**src/rtl/core/rau_pkg.sv**
```systemverilog
`timescale 1ns / 1ps
// ----------------------------------------------------------------------------
// rau_pkg: shared types and constants of the rational arithmetic unit
// Mode and status codes, default word width, queue entry layout.
// ----------------------------------------------------------------------------
package rau_pkg;

    localparam int WORD_BITS_DEF = 32;
    localparam int MAG_W         = 64;
    localparam int QDEPTH        = 2;

    typedef enum logic [2:0] {
        MODE_NORM  = 3'd0,
        MODE_ADD   = 3'd1,
        MODE_SUB   = 3'd2,
        MODE_MUL   = 3'd3,
        MODE_DIV   = 3'd4,
        MODE_NEG   = 3'd5,
        MODE_RECIP = 3'd6,
        MODE_TRUNC = 3'd7
    } mode_t;

    typedef enum logic [1:0] {
        ST_OK     = 2'd0,
        ST_DIVZ   = 2'd1,
        ST_RANGE  = 2'd2
    } status_t;

    // Classified item handed from the front to the back
    typedef struct packed {
        mode_t       mode;
        status_t     pre_st;
        logic [31:0] a_num;
        logic [31:0] a_den;
        logic [31:0] b_num;
        logic [31:0] b_den;
    } rau_job_t;

endpackage

```
**src/rtl/core/rau_front.sv**
```systemverilog
`timescale 1ns / 1ps
// ----------------------------------------------------------------------------
// rau_front: input stage and job queue
// Accepts items, flags a zero first denominator early, and buffers jobs in a
// short queue so the input side keeps moving while the back is busy.
// ----------------------------------------------------------------------------
module rau_front
    import rau_pkg::*;
(
    input  logic        aclk,
    input  logic        aresetn,
    input  logic        s_valid,
    output logic        s_ready,
    input  logic [2:0]  s_mode,
    input  logic [31:0] s_a_num,
    input  logic [31:0] s_a_den,
    input  logic [31:0] s_b_num,
    input  logic [31:0] s_b_den,
    output logic        job_valid,
    input  logic        job_ready,
    output rau_job_t    job
);

    rau_job_t  q_mem [QDEPTH];
    logic      wr_ptr_reg, rd_ptr_reg;
    logic [1:0] cnt_reg;
    rau_job_t  in_job;
    logic      push, pop;

    // Classify the incoming item; operand b is checked in the back after a
    always_comb begin
        in_job.mode  = mode_t'(s_mode);
        in_job.a_num = s_a_num;
        in_job.a_den = s_a_den;
        in_job.b_num = s_b_num;
        in_job.b_den = s_b_den;
        if (s_a_den == '0) begin
            in_job.pre_st = ST_DIVZ;
        end else begin
            in_job.pre_st = ST_OK;
        end
    end

    assign s_ready   = (cnt_reg != 2'(QDEPTH));
    assign job_valid = (cnt_reg != 2'd0);
    assign job       = q_mem[rd_ptr_reg];
    assign push      = s_valid && s_ready;
    assign pop       = job_valid && job_ready;

    // Store jobs
    always_ff @(posedge aclk) begin
        if (push) begin
            q_mem[wr_ptr_reg] <= in_job;
        end
    end

    // Advance pointers
    always_ff @(posedge aclk) begin
        if (!aresetn) begin
            wr_ptr_reg <= 1'b0;
            rd_ptr_reg <= 1'b0;
            cnt_reg    <= 2'd0;
        end else begin
            if (push) wr_ptr_reg <= ~wr_ptr_reg;
            if (pop)  rd_ptr_reg <= ~rd_ptr_reg;
            cnt_reg <= cnt_reg + 2'(push) - 2'(pop);
        end
    end

endmodule

```
**config.mk**
```make
export PLATFORM = sky130hd
export DESIGN_NAME = rau_front
export DESIGN_NICKNAME = d
export VERILOG_FILES = /design/src/rtl/core/rau_pkg.sv /design/src/rtl/core/rau_front.sv
export SDC_FILE = /design/constraint.sdc
export NUM_CORES = 1
export LEC_CHECK = 0
export BUFFER_PORTS_ARGS = -buffer_cell sky130_fd_sc_hd__buf_2
export CORE_AREA = 2 2 117 204
export CTS_CLUSTER_DIAMETER = 150
export DETAILED_ROUTE_END_ITERATION = 8
export DIE_AREA = 0 0 119 206
export PLACE_DENSITY = 0.72
export SLEW_MARGIN = 5
export SYNTH_ARGS = -nofsm -noshare
export SYNTH_HDL_FRONTEND = slang
export SYNTH_SLANG_ARGS = --single-unit
```
**constraint.sdc**
```tcl
create_clock -name aclk -period 4 [get_ports aclk]
set_clock_uncertainty 0.2 [all_clocks]
set_input_delay 0.2 -clock aclk [delete_from_list [all_inputs] [get_ports aclk]]
set_output_delay 0.2 -clock aclk [all_outputs]
set_load 0.05 [all_outputs]
```
==> results of run 1 <==
[worst max-delay path by stage]
stage / from / to / slack (ps) / depth (start not counted)
after floorplan: cnt_reg[0] / q_mem[0][0] / 400 / 3
after global placement: cnt_reg[0] / q_mem[0][108] / 1640 / 4
after detailed placement: cnt_reg[0] / q_mem[0][73] / 1520 / 4
after CTS: flop / job[132] / 1170 / 3
after global routing: flop / job[0] / 1100 / 3
final: flop / job[0] / 1240 / 3
[kinds of logic after synthesis]
group,after synthesis,share of synthesized area
buf+inv,19,0.0158
flops,269,0.790
fa+ha+maj,2,0.00246
simple gates,20,0.0112
other cells,1,0.000369
mux,132,0.176
xor+xnor,3,0.00259
compound gates,3,0.00222
[layout make-up]
cell class,count,area (um2),area share
antenna,2,5.00,0.000359
clock buffer,29,641,0.0459
clock inverter,15,100,0.00717
inverter,3,15.0,0.00108
multi-input combinational,161,1980,0.142
sequential,269,8030,0.576
tap,304,380,0.0273
timing repair buffer,409,2800,0.201
[power breakdown]
part           switching (mW)  internal [mW]
Combinational            2.15           1.03
Clock                   0.964           1.21
Sequential              0.147           3.50
Total                    3.26           5.74
[Yosys cell counts]
library cell / instances / area (um2)
nand2_1: 1 / 3.75
and2_1: 1 / 6.26
nand4_1: 2 / 12.5
mux2_2: 52 / 586
ha_1: 2 / 25.0
a21bo_2: 1 / 10.0
nor2_1: 4 / 15.0
and3_1: 1 / 6.26
inv_1: 3 / 11.3
nand3b_1: 1 / 7.51
a21oi_1: 1 / 5.00
conb_1: 1 / 3.75
or2_2: 1 / 6.26
buf_6: 9 / 101
mux2_4: 80 / 1200
edfxtp_1: 264 / 7930
xnor2_1: 2 / 17.5
dfxtp_1: 5 / 100
buf_4: 1 / 7.51
buf_2: 5 / 25.0
o21a_1: 1 / 7.51
nor4_1: 8 / 50.1
nand2b_1: 1 / 6.26
buf_8: 1 / 15.0
xor2_1: 1 / 8.76
[stage by stage]
step | worst slack, ps | util | total power [mW]
after floorplan | 397 | - | 6.19
after CTS | 1170 | 0.605 | 9.08
final | 1240 | 0.605 | 9.00
after global placement | 1640 | 0.515 | 6.76
after global routing | 1100 | 0.605 | 9.32
after detailed placement | 1520 | 0.515 | 6.80
[per-layer routing]
| layer | wire length, um | vias to the layer above | global-route usage | part of all wire |
|---|---|---|---|---|
| met3 | 1130 | 59 | 0.0350 | 0.054 |
| li1 | - | 2624 | - | - |
| met2 | 11500 | 208 | 0.307 | 0.55 |
| met4 | 1040 | 0 | 0.0859 | 0.049 |
| met1 | 7370 | 2776 | 0.175 | 0.35 |
| met5 | 0 | - | 0 | 0 |
[worst reg2reg max path, delay by kind of cell (launching register included)]
kind / cells / cell delay, ps
buf+inv: 2 / 1200
flops: 1 / 330
simple gates: 2 / 410
==> results.cfg, run 1 <==
[synth]
synth.avg_cell_area_um2 = 22.6
ys_seq_elements = 269
yosysUniqueCellTypes = 25
synth_area_mm2 = 0.0102
synth_warnings = 0
synth_nets = 586
synth_cells = 449
synth_seq_area_share = 0.790

[cts]
cts_root_buf = clkbuf_16
clk-insertion-delay-late_ps = 520
cts_hold_buf = 134
cts.path.max_buffers = 3
post-cts-setup-buffers = 0
cts_tree = yes
path_clk_slew_ps = 70
ctsResizeCount = 0
clock-sinks = 269
cts_buffers = 25
htreeDepth = 1

[place]
gp_congestion = 0.755
dp.cells = 1012
numPortBuffers = 268
placed_area_mm2 = 0.0119
hpwl_mm = 12.9

[routing]
vias = 5667
routedWlPerCell_um = 17.7
routed_wl_mm = 21.0
drt-pass1-iter-count = 4
ant_nets = 0
drcViolationCount = 0
avgViaCountPerCell = 4.75
drt_iter0_markers = 224

[critical_path]
arrival_ps = 2360
critPathBufInv = 2
crit_chain = buf_12, mux2_2, buf_2
ff2ff_path_depth = 4
r2r-end = q_mem[0][131]
cp-end-kind = output port
max_stage_delay_ps = 790
critPathKind = reg -> out
cp_slowest_cell = dfxtp_4
critical_path.top_delay_family = flip-flops
required_ps = 3600
path_max_fanout = 47
r2r_setup_slack_ps = 1590
cp-start-kind = flop
r2r_start = cnt_reg[0]

[sta]
finalCritPeriodShare = 0.689
period_minus_slack_ps = 2760
hold_viol = 0
maxSlewViolCount = 0
fmax_mhz = 363
tightest_slew_ps = 819
finalSetupViolations = 0
rsz0062_at_grt = false
whs_ps = 194
relSlewSlack = 0.453
fin_tns_setup_ps = 0

[final_layout]
stdcell_count = 1192
drive_gt1_frac = 0.502
fillers = 1636
layout_commonest_cell = buf_2
fin_nets = 1006
final_cell_mix = 268 x buf_2, 264 x edfxtp_1, 134 x dlygate4sd3_1
area_growth_pct = 37.3
largest_reg_flops = 264
fin_area_mm2 = 0.0140

[hold_path]
hold_path.class = in -> reg
hold_path_end = q_mem[1][41]
holdCritStartpoint = s_b_num[9]
holdPathStages = 2

[die]
initial_core_util = 0.441
design.die.area_mm2 = 0.0245
rows = 74
coreArea_mm2 = 0.0231
pin_count = 270
die_h_um = 206
die_width_um = 119

[grt]
grtUsageTotal = 0.166
gr-total-overflow = 0
grt_max_degree = 83
grt_pass1_wl_mm = 31.2
antenna_found_initial = 2
grt_pass1_vias = 5920

[job]
maxCapViolations = 0

[outcome]
outcome = finished, final reports clean

[power]
leakagePower_nw = 5.37
power_density_mw_per_mm2 = 645
vdd_ir_drop_max_mv = 0.451
Note: power is estimated with default switching activity, not from simulation.
==> inputs of run 2 (changes only) <==
- clock period: 4 -> 2.37 ns (I/O delays scaled with it)
==> results.cfg, run 2 (synthesized netlist as in run 1, its figures left out) <==
[outcome]
outcome = finished, final reports clean

[die]
design.die.area_mm2 = 0.0245
initial_core_util = 0.441
die_h_um = 206
pin_count = 270
die_width_um = 119
rows = 74
coreArea_mm2 = 0.0231

[sta]
fmax_mhz = 438
relSlewSlack = 0.652
maxSlewViolCount = 0
period_minus_slack_ps = 2280
finalSetupViolations = 0
tightest_slew_ps = 517
hold_viol = 0
fin_ws_ps = 85.9
finalCritPeriodShare = 0.964
rsz0062_at_grt = false

[final_layout]
stdcell_count = 1191
area_growth_pct = 38.4
largest_reg_flops = 264
fin_nets = 1007
fillers = 1661
layout_commonest_cell = buf_2
final_cell_mix = 268 x buf_2, 264 x edfxtp_1, 134 x dlygate4sd3_1
drive_gt1_frac = 0.510

[critical_path]
cp-end-kind = output port
crit_chain = buf_12, mux2_2, buf_2
cp_slowest_cell = dfxtp_4
required_ps = 2050
arrival_ps = 1970
path_max_fanout = 41
cp-start-kind = flop
critPathBufInv = 2
critical_path.top_delay_family = buffers and inverters
critPathKind = reg -> out
max_stage_delay_ps = 490

[cts]
cts_tree = yes
cts_root_buf = clkbuf_16
path_clk_slew_ps = 70
clk-insertion-delay-late_ps = 520
clock-sinks = 269
cts_buffers = 24
post-cts-setup-buffers = 0
htreeDepth = 1
cts.path.max_buffers = 3

[routing]
drt-pass1-iter-count = 4
vias = 5651
avgViaCountPerCell = 4.74
ant_nets = 0
routed_wl_mm = 20.7
routedWlPerCell_um = 17.4
drcViolationCount = 0
drt_iter0_markers = 300

[place]
dp.cells = 1014
numPortBuffers = 268
post-place-ws_ps = 553
hpwl_mm = 13.1
gp_congestion = 0.747

[grt]
antenna_found_initial = 1
grtUsageTotal = 0.162
grt_max_degree = 48
gr-total-overflow = 0
grt_pass1_vias = 6061
grt_pass1_wl_mm = 30.7

[job]
maxCapViolations = 0

[power]
intPower_mw = 9.94
p_sw_mw = 5.47
power_density_mw_per_mm2 = 1100
vdd_ir_drop_max_mv = 0.702
p_total_mw = 15.4
seq_power_share = 0.394
swShare = 0.355
power_frac_comb = 0.358
leakagePower_nw = 5.42
clkPwrFrac = 0.248

[hold_path]
hold_path.class = in -> reg
-- run 2: layout make-up --
| cell class | count | area (um2) | area share |
|---|---|---|---|
| Sequential cell | 269 | 8030 | 0.571 |
| Timing Repair Buffer | 411 | 2860 | 0.204 |
| Multi-Input combinational cell | 161 | 1990 | 0.142 |
| Clock buffer | 28 | 637 | 0.0453 |
| Tap cell | 304 | 380 | 0.0270 |
| Clock inverter | 13 | 140 | 0.00996 |
| Inverter | 3 | 15.0 | 0.00107 |
| Antenna cell | 2 | 5.00 | 0.000356 |
-- run 2: timing repair --
item                                   CTS  global route
gates resized for setup                  0             0
hold buffers                           134             0
endpoints found under the hold margin  278             0
-- run 2: power by group through the flow --
| stage | clock network [mW] | registers [mW] | logic, mW |
|---|---|---|---|
| 2_1_floorplan | 0 | 6.14 | 4.32 |
| 4_1_cts | 3.92 | 6.08 | 5.54 |
| 6_report | 3.82 | 6.08 | 5.52 |
| 3_5_place_dp | 0 | 6.18 | 5.35 |
| 3_3_place_gp | 0 | 6.14 | 5.33 |
| 5_1_grt | 4.09 | 6.12 | 5.75 |
-- run 2: worst paths after layout --
path | end | cells past startpoint | from | slack (ps)
hold / removal | q_mem[0][114] | 2 | s_a_num[18] | 120
setup / recovery | job[132] | 3 | flop | 90
hold reg to reg | flop | 2 | rd_ptr_reg | 350
setup reg to reg | q_mem[0][52] | 4 | cnt_reg[0] | 520
-- run 2: routing by layer --
metal / vias to the layer above / GRT usage / wire [um] / part of all wire
met1: 2786 / 0.173 / 7360 / 0.36
met2: 198 / 0.303 / 11400 / 0.55
li1: 2621 / - / - / -
met5: - / 0 / 0 / 0
met4: 0 / 0.0714 / 712 / 0.034
met3: 46 / 0.0370 / 1240 / 0.060
-- run 2: stage by stage --
step	instance area, um2	setup TNS (ps)	hold slack, ps	utilization
6_report	14100	0	123	0.610
4_1_cts	14100	0	93.8	0.610
3_5_place_dp	11900	0	110	0.518
2_1_floorplan	10200	-186880	17.4	-
5_1_grt	14100	0	111	0.610
3_3_place_gp	11900	0	106	0.518
==> inputs of run 3 (changes only) <==
- CELL_PAD_IN_SITES_DETAIL_PLACEMENT: unset -> 1
- CELL_PAD_IN_SITES_GLOBAL_PLACEMENT: unset -> 1
- CORE_AREA: 2 2 117 204 -> 2 2 124 216
- DIE_AREA: 0 0 119 206 -> 0 0 126 218
- PLACE_DENSITY: 0.72 -> unset
- PLACE_DENSITY_LB_ADDON: unset -> 0.1
==> results.cfg, run 3 (synthesized netlist as in run 1, its figures left out) <==
[sta]
finalSetupViolations = 0
maxSlewViolCount = 0
relSlewSlack = 0.665
finalCritPeriodShare = 0.964
rsz0062_at_grt = false
whs_ps = 123
hold_viol = 0
period_minus_slack_ps = 2290
fmax_mhz = 438
tightest_slew_ps = 502

[critical_path]
cp-start-kind = flop
arrival_ps = 1970
path_max_fanout = 72
required_ps = 2050
cp-end-kind = output port
critPathKind = reg -> out

[grt]
grt_pass1_wl_mm = 35.2
grt_max_degree = 73
grt_pass1_vias = 6321
antenna_found_initial = 0
grtUsageTotal = 0.165
gr-total-overflow = 0

[die]
coreArea_mm2 = 0.0258
initial_core_util = 0.395
design.die.area_mm2 = 0.0275
pin_count = 270
rows = 78
die_h_um = 218
die_width_um = 126

[final_layout]
layout_commonest_cell = buf_2
n_antenna_cell = 0
stdcell_count = 1210
final_cell_mix = 268 x buf_2, 264 x edfxtp_1, 134 x dlygate4sd3_1
area_growth_pct = 38.4
fin_nets = 1009
drive_gt1_frac = 0.510
largest_reg_flops = 264

[cts]
cts_tree = yes
htreeDepth = 1
path_clk_slew_ps = 60
clock-sinks = 269
cts_buffers = 25
ctsResizeCount = 0
cts_root_buf = clkbuf_16
clk-insertion-delay-late_ps = 510
post-cts-setup-buffers = 0
cts.path.max_buffers = 3
cts_hold_buf = 134

[place]
hpwl_mm = 15.1
numPortBuffers = 268
gp_congestion = 0.725
dp.cells = 1031

[routing]
routed_wl_mm = 23.1
vias = 5638
routedWlPerCell_um = 19.1
ant_nets = 0
drt_iter0_markers = 217
drt-pass1-iter-count = 4
avgViaCountPerCell = 4.66
drcViolationCount = 0

[hold_path]
hold_path.class = in -> reg

[outcome]
outcome = finished, final reports clean

[job]
maxCapViolations = 0

[power]
leakagePower_nw = 5.42
power_density_mw_per_mm2 = 1100
vdd_ir_drop_max_mv = 0.646
run 3: metrics by stage:
step / area, um2 / TNS [ps] / worst slack [ps] / utilization / total power, mW
global route: 14100 / 0 / 5.58 / 0.546 / 16.1
floorplan: 10200 / -186880 / -900 / - / 10.5
finish: 14100 / 0 / 84.7 / 0.546 / 15.5
CTS: 14100 / 0 / 30.1 / 0.546 / 15.7
global placement: 12000 / 0 / 433 / 0.464 / 11.5
detailed placement: 12000 / 0 / 384 / 0.464 / 11.6
run 3: worst max-delay path, cell delays in order, from the launching register on:
cell	delay [ps]
dfxtp_4	380
buf_12	380
mux2_2	410
buf_2	220
run 3: final cells by class:
| class | instances | area, um2 |
|---|---|---|
| Sequential cell | 269 | 8030 |
| Inverter | 3 | 15.0 |
| Multi-Input combinational cell | 161 | 1990 |
| Timing Repair Buffer | 412 | 2860 |
| Fill cell | 2456 | 11700 |
| Clock inverter | 13 | 118 |
| Clock buffer | 32 | 652 |
| Tap cell | 320 | 400 |
run 3: path summary, 6_finish.rpt:
| path | startpoint | to | slack [ps] | cells past startpoint |
|---|---|---|---|---|
| max | flop | job[47] | 80 | 3 |
| min | s_b_den[3] | q_mem[0][3] | 120 | 2 |
| max reg2reg | cnt_reg[0] | q_mem[0][1] | 430 | 4 |
| min reg2reg | rd_ptr_reg | rd_ptr_reg | 340 | 2 |
run 3: power breakdown:
group / switching [mW] / internal (mW) / leakage (nW)
sequential: 0.155 / 5.90 / 2.51
clock: 1.67 / 2.16 / 0.375
combinational: 3.78 / 1.79 / 2.53
run 3: metal layers:
| layer | track usage | vias to the layer above | routed length [um] |
|---|---|---|---|
| met1 | 0.181 | 2793 | 8210 |
| met2 | 0.311 | 178 | 13000 |
| met3 | 0.0339 | 35 | 1250 |
| met5 | 0 | - | 0 |
| met4 | 0.0601 | 0 | 667 |
| li1 | - | 2632 | - |
